==> config.mk <==
export PLATFORM = sky130hd
export DESIGN_NAME = kt2x_ctrl
export DESIGN_NICKNAME = d
export VERILOG_FILES = /design/src/hw/rtl/kt2x_pkg.sv /design/src/hw/rtl/kt2x_ctrl.sv
export SDC_FILE = /design/constraint.sdc
export NUM_CORES = 1
export LEC_CHECK = 0
export ABC_AREA = 1
export BUFFER_PORTS_ARGS = -buffer_cell sky130_fd_sc_hd__buf_2
export CAP_MARGIN = 40
export CORE_AREA = 2 2 39 41
export CTS_BUF_LIST = sky130_fd_sc_hd__clkbuf_4
export DETAILED_ROUTE_END_ITERATION = 7
export DIE_AREA = 0 0 41 43
export GPL_ROUTABILITY_DRIVEN = 0
export GPL_TIMING_DRIVEN = 0
export PLACE_DENSITY = 0.5
export RECOVER_POWER = 50
export SLEW_MARGIN = 10
export SYNTH_ARGS = -nofsm -noshare
export SYNTH_HDL_FRONTEND = slang
export SYNTH_SLANG_ARGS = --single-unit
==> constraint.sdc <==
create_clock -name clock -period 3.52 [get_ports clock]
set_clock_uncertainty 0.2 [all_clocks]
set_input_delay 0.176 -clock clock [delete_from_list [all_inputs] [get_ports clock]]
set_output_delay 0.176 -clock clock [all_outputs]
set_load 0.02 [all_outputs]
==> src/hw/rtl/kt2x_pkg.sv <==
// shared types and constants for the keyed table with top-two extremes
`timescale 1ns / 1ps

package kt2x_pkg;

   localparam int KEY_W   = 64;
   localparam int VALUE_W = 24;
   localparam int COUNT_W = 8;

   // request modes
   typedef enum logic [1:0] {
      MODE_INSERT = 2'd0,
      MODE_UPDATE = 2'd1,
      MODE_DELETE = 2'd2,
      MODE_REPORT = 2'd3
   } mode_type;

   // result status codes
   typedef enum logic [1:0] {
      STATUS_OK      = 2'd0,
      STATUS_FULL    = 2'd1,
      STATUS_DUP     = 2'd2,
      STATUS_MISSING = 2'd3
   } status_type;

   // what the datapath does with each word read during a sweep
   typedef enum logic [1:0] {
      OP_SEARCH = 2'd0,
      OP_SHIFT  = 2'd1,
      OP_SCAN1  = 2'd2,
      OP_SCAN2  = 2'd3
   } sweep_op_type;

   // controller states
   typedef enum logic [2:0] {
      ST_IDLE,
      ST_SEARCH,
      ST_DECIDE,
      ST_SHIFT,
      ST_SCAN1,
      ST_SCAN2
   } state_type;

   typedef struct packed {
      mode_type             mode;
      logic [KEY_W-1:0]     key;
      logic [VALUE_W-1:0]   value;
   } req_type;

   typedef struct packed {
      status_type           status;
      logic [COUNT_W-1:0]   entry_count;
      logic [VALUE_W-1:0]   old_value;
      logic [KEY_W-1:0]     min_key;
      logic [VALUE_W-1:0]   min_value;
      logic [KEY_W-1:0]     max_key;
      logic [VALUE_W-1:0]   max_value;
      logic [KEY_W-1:0]     second_min_key;
      logic [VALUE_W-1:0]   second_min_value;
      logic [KEY_W-1:0]     second_max_key;
      logic [VALUE_W-1:0]   second_max_value;
   } rsp_type;

   // one stored table entry
   typedef struct packed {
      logic [KEY_W-1:0]     key;
      logic [VALUE_W-1:0]   value;
   } entry_type;

   localparam int ENTRY_W = $bits(entry_type);

   // controller to datapath commands
   typedef struct packed {
      logic         capture;
      logic         sweep_init;
      logic         sweep_from_pos;
      logic         sweep_run;
      sweep_op_type op;
      logic         decide;
      logic         shrink;
      logic         respond;
   } cmd_type;

   // datapath to controller status
   typedef struct packed {
      logic sweep_done;
      logic delete_hit;
   } stat_type;

endpackage

==> src/hw/rtl/kt2x_ctrl.sv <==
// controller state machine sequencing search, update, shift and scans
`timescale 1ns / 1ps

module kt2x_ctrl (
   input  logic               clock,
   input  logic               reset,
   input  logic               start,
   input  kt2x_pkg::stat_type st,
   output kt2x_pkg::cmd_type  cmd,
   output logic               busy
);

   import kt2x_pkg::*;

   state_type state_ff, state_in;

   // state register
   always_ff @(posedge clock) begin
      if (reset) begin
         state_ff <= ST_IDLE;
      end else begin
         state_ff <= state_in;
      end
   end

   // next state
   always_comb begin
      state_in = state_ff;
      unique case (state_ff)
         ST_IDLE: begin
            if (start) state_in = ST_SEARCH;
         end
         ST_SEARCH: begin
            if (st.sweep_done) state_in = ST_DECIDE;
         end
         ST_DECIDE: begin
            state_in = st.delete_hit ? ST_SHIFT : ST_SCAN1;
         end
         ST_SHIFT: begin
            if (st.sweep_done) state_in = ST_SCAN1;
         end
         ST_SCAN1: begin
            if (st.sweep_done) state_in = ST_SCAN2;
         end
         ST_SCAN2: begin
            if (st.sweep_done) state_in = ST_IDLE;
         end
         default: state_in = ST_IDLE;
      endcase
   end

   // command outputs
   always_comb begin
      cmd = '0;
      cmd.op = OP_SEARCH;
      unique case (state_ff)
         ST_IDLE: begin
            cmd.capture    = start;
            cmd.sweep_init = start;
         end
         ST_SEARCH: begin
            cmd.sweep_run = 1'b1;
            cmd.op        = OP_SEARCH;
         end
         ST_DECIDE: begin
            cmd.decide         = 1'b1;
            cmd.sweep_init     = 1'b1;
            cmd.sweep_from_pos = st.delete_hit;
         end
         ST_SHIFT: begin
            cmd.sweep_run  = 1'b1;
            cmd.op         = OP_SHIFT;
            cmd.shrink     = st.sweep_done;
            cmd.sweep_init = st.sweep_done;
         end
         ST_SCAN1: begin
            cmd.sweep_run  = 1'b1;
            cmd.op         = OP_SCAN1;
            cmd.sweep_init = st.sweep_done;
         end
         ST_SCAN2: begin
            cmd.sweep_run = 1'b1;
            cmd.op        = OP_SCAN2;
            cmd.respond   = st.sweep_done;
         end
         default: begin
            cmd = '0;
         end
      endcase
   end

   assign busy = (state_ff != ST_IDLE);

endmodule

* Word level (Yosys, flattened, before mapping) *
Cells that the tools add are included.

storage, ports and cells
  register bits = 3
  output and inout bits = 10
  word-level logic and storage cells = 29

operators by class
  eq/ne operators = 10
  multiplexer cells = 14
  reduce and logical (&&, ||, !) cells = 4

operators by type and width
  cell                                           count
  two-way mux 3 bit                              6
  one-hot mux 3 bit (6 select lines)             1
  one-hot mux 3 bit (4 select lines)             1
  != test 2 bit, second input constant           5
  == test 3 x 2 -> 1 bit, second input constant  2
  == test 3 bit, second input constant           2
  two-way mux 1 bit                              5
  AND reduction 5 bit                            1
  == test 3 x 1 -> 1 bit, second input constant  1
  logical NOT 3 bit                              1
  one-hot mux 1 bit (3 select lines)             1
  nonzero test 3 bit                             1
  OR reduction 2 bit                             1

* Longest topological paths before layout *
  word-level depth = 3
  depth in mapped cells = 6
  mapped depth without buffers = 6

* Worst setup path before layout *
Ideal clock, no wire load.

  kind = register -> output
  from = reg state_ff[1]
  to = out cmd[7] (netlist name)
  arrival = 1233 ps
  data required time = 3144 ps
  setup slack = 1911 ps
  stages on the path, launching flop included = 5
  path buffers = 0
  cells stage by stage = dfxtp_1 inv_2 nor3_1 a21oi_1 nand2_1

RTL lines
  element                 line             text
  start, declared         kt2x_ctrl.sv:15  state_type state_ff, state_in;
  start signal, assigned  kt2x_ctrl.sv:22  state_ff <= state_in;
  end, declared           kt2x_ctrl.sv:9   output kt2x_pkg::cmd_type cmd,

==> results by group <==
Worst setup path
  • Critical setup path kind: flop to output pin
  • Crit path max-delay family: flip-flops
  • R2R depth: 5
  • CP max-delay cell: dfxtp_1
  • CP startpoint kind: flop
  • Worst path arrival time: approximately 1.4 ns
  • Crit path launch: state_ff[2]$_SDFFE_PP0P_
  • R2r startpoint: state_ff[2]$_SDFFE_PP0P_
  • R2R setup slack: ~2.2 ns
  • FF-to-FF End: state_ff[2]$_SDFFE_PP0P_
  • Critical path endpoint category: output pin
  • CP peak stage delay: 0.45 ns
  • Most frequent CP cell: nand2_1
  • Critical path buffer and inverter count: 2
  • Required time worst endpoint: roughly 3.1 ns
  • Critical path capture point: cmd[7]
  • WP depth: 6
  • CP max FO: 6
  • CP Cell Sequence: inv_1, nand3_1, nand2_1, a21oi_1, nand2_1, buf_2

Placement
  • IO buf count: 14
  • Pre-CTS setup slack: approximately 2.0 ns
  • Placed Area: 349 um^2
  • Detail Placement HPWL: ~540 um

Clock tree
  • H-tree levels: 1
  • CTS max path bufs: 2
  • Post-CTS Setup Bufs: 0
  • Clock root cell: clkbuf_4
  • CTS tree: yes
  • Worst-path clk slew: 0.04 ns
  • Clk Latency, worst-skew pair: 0.23 ns
  • Sink Count: 3
  • CTS Buf Count: 3
  • CTS Hold Bufs: 1
  • Post-CTS sizing: 0

Route
  • 1st-pass router iterations: 4
  • Final wirelength: just under 700 um
  • Post-route ant nets: 0
  • First DRT Iteration DRCs: 11
  • Drc violations: 0
  • Routed vias: between 300 and 400
  • Via density: between 4 and 5
  • DR WL/cell: 8.72 um

Power
  • Pwr Density: about 600 mW/mm^2
  • VDD IR-drop max: 194 uV
  • Leakage power: 0.232 nW

GRT
  • GRT Overall Usage: under 10%
  • Overflow after GRT: 0
  • First-pass GRT wire length: between 1000 and 1500 um
  • Number of global-route vias before repair: about 270
  • Initial antenna violation count: 0
  • Largest net degree at the start of global routing: 8

Cells and area
  • Layout Nets: approximately 70
  • Area Overhead vs Synth: 49.3%
  • Design area: about 390 um^2
  • Number of inserted diodes: 0
  • Fin util: around 28%
  • Top reg by flops: state_ff
  • Regs by FF count: state_ff x3
  • Layout cells sized above 1: a little over a third
  • Max reg flops: 3

Timing
  • Fin. max-slew vios: 0
  • Count of final setup violators: 0
  • Final Hold Fails: 0
  • Worst slew pin tran: between 0.2 and 0.3 ns
  • Slew margin rel.: just over 80%
  • Fin Hold WS: 0.128 ns
  • Final min period: approximately 1.8 ns
  • Unrepaired setup endpoints after global routing: no
  • Final period utilization: between 50% and 60%
  • Final WS setup: approximately 1.7 ns
  • Highest clock rate: around 560 MHz
  • TNS Setup: 0 ns

Floorplan
  • Initial Util: around a fifth
  • DIE HEIGHT: approximately 43 um
  • Ports: 15
  • Core area: approximately 0.0014 mm^2
  • Cell Rows: 14
  • Die width: 41 um
  • Die area: between 0.0015 and 0.002 mm^2

Logic synthesis
  • Leading post-synthesis cells by cell area: dfxtp_1, nand3_1, nand2_1
  • Synth area leader: dfxtp_1
  • Gate Count Post-Synth: 44
  • Multiplexer area fraction after synthesis: 0%
  • Adder-Cell Fraction of Synth Area: 0%
  • Mapped Area: between 200 and 300 um^2
  • Share of the synthesized area in the top cell type: a little under a quarter
  • Post-synth net total: ~50
  • Mean Syn Cell Area: between 5 and 6 um^2
  • Simple logic cell fraction of the synthesized area: between 40% and 50%
  • Synth cell types: 14
  • Syn. warnings: 0
  • Post-synthesis sequential area ratio: approximately 23%
  • Compound-Gate Fraction of Synth Area: around 14%
  • Largest family of logic cells by synthesized area: simple AND/OR/NAND/NOR gates
  • Seq cells post-synth: 3
  • Synth Area in XOR/XNOR: 0%

Status
  • Status: complete, no violations

Min path
  • Path category of the worst min-delay check: primary input to flop
  • Hold Startpoint: st[1]

Run
  • Max-cap violations: 0
-- worst register-to-register path, cell delays in order, from the launching register on --
cell	delay, ns
dfxtp_1	0.45
inv_1	0.16
nand3_1	0.17
nand3_1	0.10
nand3_1	0.07
a21oi_1	0.06
-- how the worst min path moves through the flow --
stage	end	slack, ns	cells after the start
floorplan	state_ff[0]$_SDFFE_PP0P_	0.05	1
global placement	state_ff[2]$_SDFFE_PP0P_	0.17	2
detailed placement	state_ff[0]$_SDFFE_PP0P_	0.18	2
CTS	state_ff[2]$_SDFFE_PP0P_	0.12	4
global route	state_ff[2]$_SDFFE_PP0P_	0.15	4
finish	state_ff[2]$_SDFFE_PP0P_	0.13	4
-- final cells by class --
class	count	area, um^2
clock buffers	4	30.0
repair buffers	15	77.6
flip-flops and latches	3	60.1
well taps	16	20.0
inverters	9	33.8
multi-input cells	32	165
fillers	168	997
-- synth_stat cells --
| cell | count |
|---|---|
| nand2_1 | 8 |
| nand3_1 | 7 |
| inv_1 | 6 |
| a21oi_1 | 4 |
| nand2_2 | 4 |
| dfxtp_1 | 3 |
| inv_2 | 3 |
| nand4_1 | 2 |
| nor2_1 | 2 |
| nand3b_1 | 1 |
| nor2_2 | 1 |
| nor3_1 | 1 |
| o211ai_1 | 1 |
| o21ai_2 | 1 |
-- report_power, final --
part	total, W	switching [W]	leakage, nW	internal (W)
Combinational	0.000116	0.0000776	0.189	0.0000384
Sequential	0.0000517	0.0000111	0.0246	0.0000406
Clock	0.0000668	0.0000168	0.0184	0.0000501
-- routing by layer --
layer  part of all wire [%]  track usage, %
met5                      0               0
met4                      0            4.00
met3                    7.4            4.71
met2                     45            10.9
met1                     47            12.8
-- layout by cell type (no fill, tap or decap) --
cell / synthesis / layout
buf_2: 0 / 12
inv_1: 6 / 8
nand2_1: 8 / 8
nand3_1: 7 / 7
nand2_2: 4 / 4
a21oi_1: 4 / 4
clkbuf_4: 0 / 4
dfxtp_1: 3 / 3
nand4_1: 2 / 2
nor2_1: 2 / 2
clkbuf_1: 0 / 2
inv_2: 3 / 1
nor3_1: 1 / 1
nor2_2: 1 / 1
o21ai_2: 1 / 1
nand3b_1: 1 / 1
o211ai_1: 1 / 1
dlygate4sd3_1: 0 / 1
-- stage by stage --
stage	std cells	total power, W
floorplan	44	0.000136
global placement	74	0.000169
detailed placement	74	0.000170
CTS	79	0.000241
global route	79	0.000256
finish	79	0.000235
-- cell families (layout without fill, tap and decap cells) --
| family | count (synthesis) | in the layout |
|---|---|---|
| compound gates | 6 | 6 |
| flops | 3 | 3 |
| buf+inv | 9 | 28 |
| simple gates | 26 | 26 |
Power figures use the tool's default switching activity.
